### config.mk
export PLATFORM = sky130hd
export DESIGN_NAME = roi_crop_packet_unpacker
export DESIGN_NICKNAME = d
export VERILOG_FILES = /design/src/design/rcpu_pkg.sv /design/src/design/rcpu_front.sv /design/src/design/rcpu_fifo.sv /design/src/design/rcpu_back.sv /design/src/design/roi_crop_packet_unpacker.sv
export VERILOG_INCLUDE_DIRS = /design/src /design/src/design
export SDC_FILE = /design/constraint.sdc
export NUM_CORES = 1
export LEC_CHECK = 0
export BUFFER_PORTS_ARGS = -buffer_cell sky130_fd_sc_hd__buf_2
export CELL_PAD_IN_SITES_DETAIL_PLACEMENT = 0
export CELL_PAD_IN_SITES_GLOBAL_PLACEMENT = 2
export CORE_MARGIN = 2
export CORE_UTILIZATION = 43
export DETAILED_ROUTE_END_ITERATION = 7
export PLACE_DENSITY_LB_ADDON = 0.1
export SYNTH_ARGS = -nofsm -noshare
export SYNTH_HDL_FRONTEND = slang
export SYNTH_SLANG_ARGS = --single-unit
### constraint.sdc
create_clock -name i_clk -period 31.7 [get_ports i_clk]
set_input_delay 4.755 -clock i_clk [delete_from_list [all_inputs] [get_ports i_clk]]
set_output_delay 4.755 -clock i_clk [all_outputs]
set_load 0.02 [all_outputs]
### src/design/assert_macros.svh
// Assertion helpers shared by the RTL files.
`ifndef ASSERT_MACROS_SVH
`define ASSERT_MACROS_SVH

// Checks a property on every rising edge while reset is released.
`define ASSERT_RST(label, clk, rst_n, prop, msg) \
    label: assert property (@(posedge clk) disable iff (!rst_n) prop) else $error(msg);

// Checks that a condition in one cycle is followed by another in the next cycle.
`define ASSERT_NEXT(label, clk, rst_n, ante, cons, msg) \
    label: assert property (@(posedge clk) disable iff (!rst_n) (ante) |=> (cons)) \
        else $error(msg);

`endif

### src/design/rcpu_pkg.sv
package rcpu_pkg;

    localparam int FIELD_BITS   = 16;
    localparam int MAX_LANES    = 8;
    localparam int CFG_BITS     = 13;
    localparam int CFG_IDX_BITS = 3;
    localparam int Q_DEPTH      = 2;

    typedef enum logic [CFG_IDX_BITS-1:0] {
        REG_CROP_START_X = 3'd0,
        REG_CROP_START_Y = 3'd1,
        REG_CROP_WIDTH   = 3'd2,
        REG_CROP_HEIGHT  = 3'd3,
        REG_IMAGE_WIDTH  = 3'd4,
        REG_IMAGE_HEIGHT = 3'd5
    } t_cfg_reg;

    localparam logic [CFG_BITS-1:0] RST_CROP_START_X = 13'd0;
    localparam logic [CFG_BITS-1:0] RST_CROP_START_Y = 13'd0;
    localparam logic [CFG_BITS-1:0] RST_CROP_WIDTH   = 13'd640;
    localparam logic [CFG_BITS-1:0] RST_CROP_HEIGHT  = 13'd480;
    localparam logic [CFG_BITS-1:0] RST_IMAGE_WIDTH  = 13'd640;
    localparam logic [CFG_BITS-1:0] RST_IMAGE_HEIGHT = 13'd480;

    typedef struct packed {
        logic [FIELD_BITS-1:0] pixel_0;
        logic [FIELD_BITS-1:0] pixel_1;
        logic [FIELD_BITS-1:0] pixel_2;
        logic [FIELD_BITS-1:0] pixel_3;
        logic [FIELD_BITS-1:0] pixel_4;
        logic [FIELD_BITS-1:0] pixel_5;
        logic [FIELD_BITS-1:0] pixel_6;
        logic [FIELD_BITS-1:0] pixel_7;
    } t_in_item;

    typedef struct packed {
        logic [FIELD_BITS-1:0] pixel_out;
        logic                  last_in_packet;
    } t_out_item;

    typedef struct packed {
        logic full;
        logic empty;
    } t_q_status;

endpackage

### src/design/rcpu_front.sv
module rcpu_front #(
    parameter int PIXELS_PER_PACKET = 8,
    parameter int PIXEL_BITS        = 16,
    parameter int COORD_BITS        = 12
) (
    input  logic                                              i_clk,
    input  logic                                              i_rst_n,
    input  logic                                              i_cfg_valid,
    output logic                                              o_cfg_ready,
    input  logic [rcpu_pkg::CFG_IDX_BITS-1:0]                 i_cfg_index,
    input  logic [rcpu_pkg::CFG_BITS-1:0]                     i_cfg_data,
    input  logic                                              i_in_valid,
    output logic                                              o_in_stall,
    input  rcpu_pkg::t_in_item                                i_in_data,
    input  rcpu_pkg::t_q_status                               i_q_status,
    output logic                                              o_push,
    output logic [PIXELS_PER_PACKET-1:0][PIXEL_BITS-1:0]      o_push_pix,
    output logic [PIXELS_PER_PACKET-1:0]                      o_push_mask
);
    import rcpu_pkg::*;

    localparam int SW = ((COORD_BITS > CFG_BITS) ? COORD_BITS : CFG_BITS) + 1;

    logic [CFG_BITS-1:0] r_crop_start_x;
    logic [CFG_BITS-1:0] r_crop_start_y;
    logic [CFG_BITS-1:0] r_crop_width;
    logic [CFG_BITS-1:0] r_crop_height;
    logic [CFG_BITS-1:0] r_image_width;
    logic [CFG_BITS-1:0] r_image_height;

    logic [COORD_BITS-1:0] r_col;
    logic [COORD_BITS-1:0] r_row;
    logic [COORD_BITS-1:0] n_col;
    logic [COORD_BITS-1:0] n_row;

    logic [MAX_LANES-1:0][FIELD_BITS-1:0] w_lanes;
    logic [SW-1:0] w_end_x;
    logic [SW-1:0] w_end_y;
    logic [SW-1:0] w_next_col;
    logic [SW-1:0] w_next_row;
    logic          w_row_ok;
    logic          w_accept;

    assign o_cfg_ready = 1'b1;
    assign o_in_stall  = i_q_status.full;
    assign w_accept    = i_in_valid && !i_q_status.full;

    assign w_lanes[0] = i_in_data.pixel_0;
    assign w_lanes[1] = i_in_data.pixel_1;
    assign w_lanes[2] = i_in_data.pixel_2;
    assign w_lanes[3] = i_in_data.pixel_3;
    assign w_lanes[4] = i_in_data.pixel_4;
    assign w_lanes[5] = i_in_data.pixel_5;
    assign w_lanes[6] = i_in_data.pixel_6;
    assign w_lanes[7] = i_in_data.pixel_7;

    assign w_end_x  = SW'(r_crop_start_x) + SW'(r_crop_width);
    assign w_end_y  = SW'(r_crop_start_y) + SW'(r_crop_height);
    assign w_row_ok = (SW'(r_row) >= SW'(r_crop_start_y)) && (SW'(r_row) < w_end_y);

    always_comb begin
        logic [SW-1:0] lane_x;
        for (int j = 0; j < PIXELS_PER_PACKET; j++) begin
            lane_x         = SW'(r_col) + SW'(j);
            o_push_mask[j] = w_row_ok && (lane_x >= SW'(r_crop_start_x)) && (lane_x < w_end_x);
            o_push_pix[j]  = w_lanes[j][PIXEL_BITS-1:0];
        end
    end

    assign o_push = w_accept && (o_push_mask != '0);

    assign w_next_col = SW'(r_col) + SW'(PIXELS_PER_PACKET);
    assign w_next_row = SW'(r_row) + SW'(1);

    always_comb begin
        n_col = r_col;
        n_row = r_row;
        if (w_accept) begin
            if (w_next_col >= SW'(r_image_width)) begin
                n_col = '0;
                n_row = (w_next_row >= SW'(r_image_height)) ? '0 : w_next_row[COORD_BITS-1:0];
            end else begin
                n_col = w_next_col[COORD_BITS-1:0];
            end
        end
    end

    always_ff @(posedge i_clk) begin
        if (!i_rst_n) begin
            r_col          <= '0;
            r_row          <= '0;
            r_crop_start_x <= RST_CROP_START_X;
            r_crop_start_y <= RST_CROP_START_Y;
            r_crop_width   <= RST_CROP_WIDTH;
            r_crop_height  <= RST_CROP_HEIGHT;
            r_image_width  <= RST_IMAGE_WIDTH;
            r_image_height <= RST_IMAGE_HEIGHT;
        end else begin
            r_col <= n_col;
            r_row <= n_row;
            if (i_cfg_valid) begin
                case (i_cfg_index)
                    REG_CROP_START_X: r_crop_start_x <= i_cfg_data;
                    REG_CROP_START_Y: r_crop_start_y <= i_cfg_data;
                    REG_CROP_WIDTH:   r_crop_width   <= i_cfg_data;
                    REG_CROP_HEIGHT:  r_crop_height  <= i_cfg_data;
                    REG_IMAGE_WIDTH:  r_image_width  <= i_cfg_data;
                    REG_IMAGE_HEIGHT: r_image_height <= i_cfg_data;
                    default: begin
                    end
                endcase
            end
        end
    end

endmodule

### src/design/rcpu_fifo.sv
module rcpu_fifo #(
    parameter int WIDTH = 136
) (
    input  logic                 i_clk,
    input  logic                 i_rst_n,
    input  logic                 i_push,
    input  logic [WIDTH-1:0]     i_data,
    input  logic                 i_pop,
    output logic [WIDTH-1:0]     o_data,
    output rcpu_pkg::t_q_status  o_status
);
    import rcpu_pkg::*;
    `include "assert_macros.svh"

    localparam int PTR_W = $clog2(Q_DEPTH);
    localparam int CNT_W = $clog2(Q_DEPTH + 1);

    logic [WIDTH-1:0] r_mem [Q_DEPTH];
    logic [PTR_W-1:0] r_wr_ptr;
    logic [PTR_W-1:0] r_rd_ptr;
    logic [CNT_W-1:0] r_count;

    assign o_status.full  = (r_count == CNT_W'(Q_DEPTH));
    assign o_status.empty = (r_count == '0);
    assign o_data         = r_mem[r_rd_ptr];

    always_ff @(posedge i_clk) begin
        if (i_push) begin
            r_mem[r_wr_ptr] <= i_data;
        end
    end

    always_ff @(posedge i_clk) begin
        if (!i_rst_n) begin
            r_wr_ptr <= '0;
            r_rd_ptr <= '0;
            r_count  <= '0;
        end else begin
            if (i_push) begin
                r_wr_ptr <= r_wr_ptr + PTR_W'(1);
            end
            if (i_pop) begin
                r_rd_ptr <= r_rd_ptr + PTR_W'(1);
            end
            if (i_push && !i_pop) begin
                r_count <= r_count + CNT_W'(1);
            end else if (i_pop && !i_push) begin
                r_count <= r_count - CNT_W'(1);
            end
        end
    end

    `ASSERT_RST(a_no_push_when_full, i_clk, i_rst_n, i_push |-> !o_status.full, "request written into a full queue")
    `ASSERT_RST(a_no_pop_when_empty, i_clk, i_rst_n, i_pop |-> !o_status.empty, "request taken from an empty queue")
    `ASSERT_NEXT(a_push_fills, i_clk, i_rst_n, i_push && !i_pop, !o_status.empty, "queue empty after a write")

endmodule

### src/design/rcpu_back.sv
module rcpu_back #(
    parameter int PIXELS_PER_PACKET = 8,
    parameter int PIXEL_BITS        = 16
) (
    input  logic                                          i_clk,
    input  logic                                          i_rst_n,
    input  rcpu_pkg::t_q_status                           i_q_status,
    input  logic [PIXELS_PER_PACKET-1:0][PIXEL_BITS-1:0]  i_head_pix,
    input  logic [PIXELS_PER_PACKET-1:0]                  i_head_mask,
    output logic                                          o_pop,
    output logic                                          o_out_valid,
    input  logic                                          i_out_stall,
    output rcpu_pkg::t_out_item                           o_out_data
);
    import rcpu_pkg::*;
    `include "assert_macros.svh"

    logic [PIXELS_PER_PACKET-1:0] r_done;
    logic                         r_out_valid;
    t_out_item                    r_out;

    logic [PIXELS_PER_PACKET-1:0] w_rem;
    logic [PIXELS_PER_PACKET-1:0] w_pick;
    logic [PIXELS_PER_PACKET-1:0] w_left;
    logic [PIXEL_BITS-1:0]        w_pix;
    logic                         w_can;
    logic                         w_emit;

    assign w_rem  = i_head_mask & ~r_done;
    assign w_pick = w_rem & (~w_rem + PIXELS_PER_PACKET'(1));
    assign w_left = w_rem & ~w_pick;
    assign w_can  = !r_out_valid || !i_out_stall;
    assign w_emit = !i_q_status.empty && w_can;
    assign o_pop  = w_emit && (w_left == '0);

    always_comb begin
        w_pix = '0;
        for (int j = 0; j < PIXELS_PER_PACKET; j++) begin
            w_pix = w_pix | (i_head_pix[j] & {PIXEL_BITS{w_pick[j]}});
        end
    end

    always_ff @(posedge i_clk) begin
        if (w_emit) begin
            r_out.pixel_out      <= FIELD_BITS'(w_pix);
            r_out.last_in_packet <= (w_left == '0);
        end
    end

    always_ff @(posedge i_clk) begin
        if (!i_rst_n) begin
            r_out_valid <= 1'b0;
            r_done      <= '0;
        end else begin
            if (w_can) begin
                r_out_valid <= w_emit;
            end
            if (w_emit) begin
                r_done <= o_pop ? '0 : (r_done | w_pick);
            end
        end
    end

    assign o_out_valid = r_out_valid;
    assign o_out_data  = r_out;

    `ASSERT_RST(a_done_within_mask, i_clk, i_rst_n, !i_q_status.empty |-> ((r_done & ~i_head_mask) == '0), "lane marked sent outside the packet mask")
    `ASSERT_RST(a_pick_onehot, i_clk, i_rst_n, w_emit |-> $onehot(w_pick), "no single lane chosen for a pixel")

endmodule

### src/design/roi_crop_packet_unpacker.sv
// Path: an accepted request is written into the queue; the back end then registers its
// first cropped pixel in the output stage. The back end sends one pixel a cycle while
// the output is not stalled and holds each request until its cropped pixels are sent;
// one with no cropped pixel is not queued. A two-entry queue lets intake run ahead.
// Reset (synchronous, active low) restores the register defaults, sets the position
// to the top left corner and empties the queue and the output stage.
module roi_crop_packet_unpacker #(
    parameter int PIXELS_PER_PACKET = 8,
    parameter int PIXEL_BITS        = 16,
    parameter int COORD_BITS        = 12
) (
    input  logic                              i_clk,
    input  logic                              i_rst_n,
    input  logic                              i_cfg_valid,
    output logic                              o_cfg_ready,
    input  logic [rcpu_pkg::CFG_IDX_BITS-1:0] i_cfg_index,
    input  logic [rcpu_pkg::CFG_BITS-1:0]     i_cfg_data,
    input  logic                              i_in_valid,
    output logic                              o_in_stall,
    input  rcpu_pkg::t_in_item                i_in_data,
    output logic                              o_out_valid,
    input  logic                              i_out_stall,
    output rcpu_pkg::t_out_item               o_out_data
);
    import rcpu_pkg::*;

    localparam int ENTRY_W = PIXELS_PER_PACKET * PIXEL_BITS + PIXELS_PER_PACKET;

    t_q_status                                    w_q_status;
    logic                                         w_push;
    logic                                         w_pop;
    logic [PIXELS_PER_PACKET-1:0][PIXEL_BITS-1:0] w_push_pix;
    logic [PIXELS_PER_PACKET-1:0]                 w_push_mask;
    logic [PIXELS_PER_PACKET-1:0][PIXEL_BITS-1:0] w_head_pix;
    logic [PIXELS_PER_PACKET-1:0]                 w_head_mask;

    rcpu_front #(
        .PIXELS_PER_PACKET (PIXELS_PER_PACKET),
        .PIXEL_BITS        (PIXEL_BITS),
        .COORD_BITS        (COORD_BITS)
    ) u_front (
        .i_clk       (i_clk),
        .i_rst_n     (i_rst_n),
        .i_cfg_valid (i_cfg_valid),
        .o_cfg_ready (o_cfg_ready),
        .i_cfg_index (i_cfg_index),
        .i_cfg_data  (i_cfg_data),
        .i_in_valid  (i_in_valid),
        .o_in_stall  (o_in_stall),
        .i_in_data   (i_in_data),
        .i_q_status  (w_q_status),
        .o_push      (w_push),
        .o_push_pix  (w_push_pix),
        .o_push_mask (w_push_mask)
    );

    rcpu_fifo #(
        .WIDTH (ENTRY_W)
    ) u_fifo (
        .i_clk    (i_clk),
        .i_rst_n  (i_rst_n),
        .i_push   (w_push),
        .i_data   ({w_push_pix, w_push_mask}),
        .i_pop    (w_pop),
        .o_data   ({w_head_pix, w_head_mask}),
        .o_status (w_q_status)
    );

    rcpu_back #(
        .PIXELS_PER_PACKET (PIXELS_PER_PACKET),
        .PIXEL_BITS        (PIXEL_BITS)
    ) u_back (
        .i_clk       (i_clk),
        .i_rst_n     (i_rst_n),
        .i_q_status  (w_q_status),
        .i_head_pix  (w_head_pix),
        .i_head_mask (w_head_mask),
        .o_pop       (w_pop),
        .o_out_valid (o_out_valid),
        .i_out_stall (i_out_stall),
        .o_out_data  (o_out_data)
    );

endmodule
[Word level (Yosys, flattened, before mapping)]
Memories as Yosys holds them, arrays and structs flattened. A register that Yosys moved wholly into a read port is not among the register bits.
Index checks and enable logic that the tools add are counted.
Word-level totals
  logic and storage cells: 131
  bits of input ports: 149
  flip-flop bits (word level): 132
  memories: 1
  memory bits (writable): 272
Operators by class
  magnitude comparators: 20
  reduce and logical (&&, ||, !) cells: 42
  eq/ne operators: 6
  bitwise gates (word level): 22
  mux-type cells: 9
  $add $sub $neg: 16
Memories
  u_fifo.r_mem: depth 2, bits a word 136, rd ports 1, clocked after Yosys merged registers in 1, write ports 1, RTL line rcpu_fifo.sv:18  | logic [WIDTH-1:0] r_mem [Q_DEPTH];
Operator list (number)
  bitwise AND 16 bit: 8
  >= comparator 14 x 13 -> 1 bit: 9
  OR 16 bit: 7
  < comparator 14 bit: 7
  adder 12 x 3 -> 13 bit (second input constant): 4
  adder 13 x 13 -> 14 bit: 2
  < comparator 12 x 14 -> 1 bit: 2
  adder 12 x 1 -> 13 bit (second input constant): 2
  adder 12 x 2 -> 13 bit (second input constant): 2
  >= comparator 12 x 13 -> 1 bit: 2
  bitwise AND 8 bit: 3
  2-to-1 mux 12 bit: 2
  NOT 8 bit: 3
  logical AND 1 bit: 23
  AND reduction 2 bit: 7
  adder 12 x 4 -> 13 bit (second input constant): 1
  adder 8 x 1 -> 8 bit (second input constant): 1
  zero test 8 bit: 1
  2-to-1 mux 8 bit: 1
  OR 8 bit: 1
  nonzero test 8 bit: 1
  == test 3 x 2 -> 1 bit (second input constant): 2
  == test 3 bit (second input constant): 2
  zero test 1 bit: 6
  other kinds (11): 16

[Logic depth before layout (Yosys ltp)]
  depth in word-level cells: 13
  depth in mapped cells: 22
  mapped depth without buffers: 22

[Modules after synthesis]
From an unflattened synthesis, not the netlist that was laid out.
Unflattened totals
  cells, all modules: 1814
  area total of the unflattened synthesis: 20990.1 µm²
Modules (own cells, without submodules)
  rcpu_fifo: seq. area each 8267.9 µm², area each 10179.8 µm², cells each 445, instances 1
  rcpu_front: seq. area each 1981.9 µm², area each 8913.5 µm², cells each 1170, instances 1
  rcpu_back: seq. area each 690.7 µm², area each 1896.8 µm², cells each 199, instances 1

[Least setup slack after synthesis]
Ideal clock, no wire load.
  path kind: input to register
  start: input port i_in_valid
  end: memory u_fifo.r_mem[1][0] (enable)
  slack: 15584 ps
  cell stages on the path: 5
  arrival time: 15290 ps
  cells stage by stage: and2_1 > clkbuf_1 > clkbuf_1 > nand2_1 > nor3b_1
On the way
  cells in the longest elaborated chain, start to end: 4
Ends and longest elaborated chain
  start: declaration: RTL line roi_crop_packet_unpacker.sv:18  | input logic i_in_valid,
  logical AND 1 bit: RTL line rcpu_front.sv:46  | assign w_accept = i_in_valid && !i_q_status.full;
  logical AND 1 bit: RTL line rcpu_front.sv:70  | assign o_push = w_accept && (o_push_mask != '0);
  2-to-1 mux 1 bit: RTL line rcpu_fifo.sv:28  | if (i_push) begin
  2-to-1 mux 1 bit (implied by the code): RTL line rcpu_fifo.sv:29  | r_mem[r_wr_ptr] <= i_data;
  end: declaration: RTL line rcpu_fifo.sv:18
Every way passes these cells.

[Worst setup path after layout]
  start: input port i_in_valid
  end: memory u_fifo.r_mem[1][110] (enable)
Same word-level chain as after synthesis.

==> run summary <==
The iteration-0 DRC count of the detailed router is 999. The time the worst path needs with I/O delays and setup came out at 6.46 ns. The cell chosen for the clock root is sky130_fd_sc_hd__clkbuf_16. The post-synthesis instance area is 0.0194 mm^2. The library cell used most frequently in the layout, excluding fill and tap cells, is sky130_fd_sc_hd__edfxtp_1. The post-route non-filler standard cell count is 2483.

In this run the deepest clock path goes through 3 buffers. Counting tap cells, the placed design contains a total of 2400 instances. The detailed router put a total of 22.0 mm of wire on met1. The share of the clock period used by the worst path came out at 20.4%. The total wire length came out at 51.6 mm.

Once the floorplan was initialized, standard cells occupied 43.7% of the core. The number of stages on the worst hold path came out at 2. The floorplan die area came out at 0.0468 mm^2. The slew at the pin closest to its max-slew limit is 1.18 ns. In this run the most critical hold path is launched from u_front.r_image_width[11]. The maximum vdd ir drop came out at 0.0386 mV. The count of mapped cells out of synthesis came out at 1706. For the worst-skew pair, the clock arrives at the later sink with an insertion delay of 0.58 ns. Measured on the finished design, the core utilization comes to 49.8%.

The distinct cell type count of the synthesized netlist is 71. Sequential elements use 56.5% of the synthesized area. The maximum number of pins on one net before global-route repair is 137.

The I/O pin count came out at 169. The average instance in the mapped netlist occupies 11.4 um^2. The total negative setup slack came out at 0 ns. In this run the core area contains 77 standard-cell rows. The first TritonRoute pass finished after 5 iterations.

The HPWL after detailed placement is 36.7 mm. The total global-route track usage came out at 22.0%. The fraction of layout instances using a drive strength above 1 came out at 14.0%.

For the worst setup path, the data arrival time is 6.66 ns. Counting flops and latches in the post-synthesis netlist gives 402. STA classifies the critical path startpoint as a primary input. The remaining number of nets flagged by the antenna check after routing came out at 0. The run finished with clean final reports.

The wire length of the first global-routing pass is 78.9 mm. The worst path required time is 31.90 ns. Setup repair after global routing left no endpoint under its margin.

In this run the critical register-to-register path is launched from u_front.r_crop_start_x[1]. The number of cells on the worst reg-to-reg path is 20. The power density over cell area came out at 67.5 mW/mm^2. The aggregate global routing overflow came out at 0.

The number of global-route vias before repair came out at 13700. The met3 routed wirelength is 2.06 mm. The total leakage power came out at 8.24 nW. For this run, asynchronously set or reset flops after synthesis account for 0%.

The min-delay analysis places its worst path in the category flop to flop. The clock-pin slew of the registers on the worst-case setup and hold paths is 0.06 ns. The critical path startpoint is i_in_valid. The final number of hold-violating endpoints came to 0. The area fraction of the dominant cell type after synthesis came out at 44.8%.

The synthesized design contains 289 enable-type register cells. The final worst hold slack came out at 0.453 ns. For the final database, setup skew stands at 0.0242 ns.

Max-cap violations in this run came to 0. Detailed routing placed a total of 26.4 mm of wire on met2. The number of sinks driven by the clock tree came out at 402.

The worst flop-to-flop path endpoint is u_fifo.r_count[1]. After synthesis, the cell types taking the most area are sky130_fd_sc_hd__edfxtp_1 (45%), sky130_fd_sc_hd__dfxtp_1 (12%), sky130_fd_sc_hd__ha_1 (8.8%). At the end of routability-driven placement, the weighted congestion stood at 0.826.

The endpoint class of the critical path is a flop. The highest layer touched by signal routing is met5. Using the TritonRoute via totals, the vias-per-cell ratio works out to 5.48. The largest fanout of any net on the critical path came out at 136. Timing would allow up to 155 MHz.

The overall die width came out at 216 um. From synthesis to final layout, the design area changed by 13.9%. The worst hold path terminates at u_front.r_image_width[11]. The number of nets in the layout came out at 2142. The post-cts gate resize count is 0. The core footprint is 0.0443 mm^2. The top cell types in the final layout, fill and taps aside, are sky130_fd_sc_hd__edfxtp_1 (289), sky130_fd_sc_hd__nand2_1 (226), sky130_fd_sc_hd__buf_2 (167), sky130_fd_sc_hd__a21oi_1 (141), sky130_fd_sc_hd__ha_1 (137).

The clock tree from TritonCTS is done. Headroom to the max-slew limit came out at 20.8%. The routed layout has 13600 vias. The Yosys step of the flow raised 0 warnings. The dominant register cell in the synthesized netlist is sky130_fd_sc_hd__edfxtp_1. By startpoint and endpoint, the worst setup path is classified as primary input to flop. Clock tree synthesis inserted a total of 44 buffers. The number of antenna violations at the first check in global routing is 4. The final-report setup violation count came out at 0.

In this run the post-CTS setup repair buffer count came out at 0. The setup slack of the worst register-to-register path came out at 25.50 ns. During placement, the flow inserted port buffers numbering 167. Measured along the y axis, the die boundary spans 216 um. Buffers inserted to repair hold after CTS numbered 0. The max-slew violation total from the final report came out at 0. CTS built an H-tree with a depth of 2.

After detailed routing, the average wire length per cell comes to 20.8 um. The number of remaining DRC errors is 0. The synthesized design spends more area on one cell type than any other, namely sky130_fd_sc_hd__edfxtp_1.
[logic make-up after synthesis]
family	count (synthesis)	share of synthesized area (%)
AO/OA/AOI/OAI	458	15.8
XOR/XNOR	37	1.67
adder cells (fa/ha/maj)	140	9.11
buffers and inverters	148	3.23
flip-flops	402	56.5
multiplexers	44	2.31
other	2	0.0388
AND/OR/NAND/NOR	475	11.4
[sequential cells by signal, indices dropped and copies added (netlist names), named ones only]
name and count:
u_fifo.r_mem 272, u_front.r_crop_start_y 13, u_fifo.r_wr_ptr 1, u_back.o_out_data 17, u_front.r_image_height 13, u_fifo.r_rd_ptr 1
u_front.r_row 12, u_front.r_crop_start_x 13, u_front.r_image_width 13, u_front.r_crop_height 13, u_back.o_out_valid 1, u_back.r_done 8
u_fifo.r_count 2, u_front.r_col 9, u_front.r_crop_width 13
[critical path, stage by stage]
cell                      delay [ns]
sky130_fd_sc_hd__buf_2          0.08
sky130_fd_sc_hd__and2_1         0.55
sky130_fd_sc_hd__nand2_1        0.24
sky130_fd_sc_hd__nor3b_2        0.29
sky130_fd_sc_hd__buf_12         0.56
[layout make-up]
class | instances | area [um^2]
Fill cell | 4145 | 22300
Sequential cell | 402 | 10900
Multi-Input combinational cell | 1161 | 7870
Clock buffer | 56 | 1150
Timing Repair Buffer | 179 | 951
Tap cell | 592 | 741
Inverter | 66 | 248
Clock inverter | 23 | 159
Antenna cell | 4 | 10.0
[per-layer routing]
metal,vias to the layer above,track usage [%]
met2,251,39.9
li1,6715,-
met1,6569,27.3
met4,4,5.55
met5,-,0
met3,65,3.34
[power by group]
| group | internal [W] | switching [W] |
|---|---|---|
| Combinational | 0.000112 | 0.000222 |
| Sequential | 0.000662 | 0.0000279 |
| Clock | 0.000258 | 0.000207 |
| Total | 0.00103 | 0.000456 |
[cell usage after synthesis (13+ instances only)]
cell type,count
sky130_fd_sc_hd__edfxtp_1,289
sky130_fd_sc_hd__nand2_1,226
sky130_fd_sc_hd__a21oi_1,142
sky130_fd_sc_hd__ha_1,137
sky130_fd_sc_hd__dfxtp_1,113
sky130_fd_sc_hd__o21ai_0,72
sky130_fd_sc_hd__nor2_1,69
sky130_fd_sc_hd__inv_1,65
sky130_fd_sc_hd__nand3_1,62
sky130_fd_sc_hd__clkbuf_1,56
sky130_fd_sc_hd__mux2i_1,41
sky130_fd_sc_hd__a221o_1,36
sky130_fd_sc_hd__a22oi_1,32
sky130_fd_sc_hd__a21o_1,30
sky130_fd_sc_hd__xor2_1,24
sky130_fd_sc_hd__nor3_1,19
sky130_fd_sc_hd__a221oi_1,18
sky130_fd_sc_hd__o221ai_1,18
sky130_fd_sc_hd__nand2b_1,17
sky130_fd_sc_hd__o21a_1,17
sky130_fd_sc_hd__nor2b_1,15
sky130_fd_sc_hd__and3_1,14
sky130_fd_sc_hd__o21ai_1,13
sky130_fd_sc_hd__xnor2_1,13
[through the flow]
step	total power (W)	setup WS (ns)	area (um^2)
floorplan	0.000931	15.58	19400
global placement	0.00104	24.70	20800
detailed placement	0.00104	24.70	20800
CTS	0.00151	25.30	22100
global route	0.00156	25.01	22100
finish	0.00149	25.24	22100
[worst max-delay path by stage]
stage	end	slack, ns	depth (start not counted)
2_1_floorplan	u_fifo.r_mem[1][0]	15.58	5
3_3_place_gp	u_fifo.r_mem[1][31]	24.70	5
3_5_place_dp	u_fifo.r_mem[1][32]	24.70	5
4_1_cts	u_fifo.r_mem[1][30]	25.30	5
5_1_grt	u_fifo.r_count[1]	25.01	20
6_report	u_fifo.r_mem[1][110]	25.24	5
(Power assumes the default switching activity.)
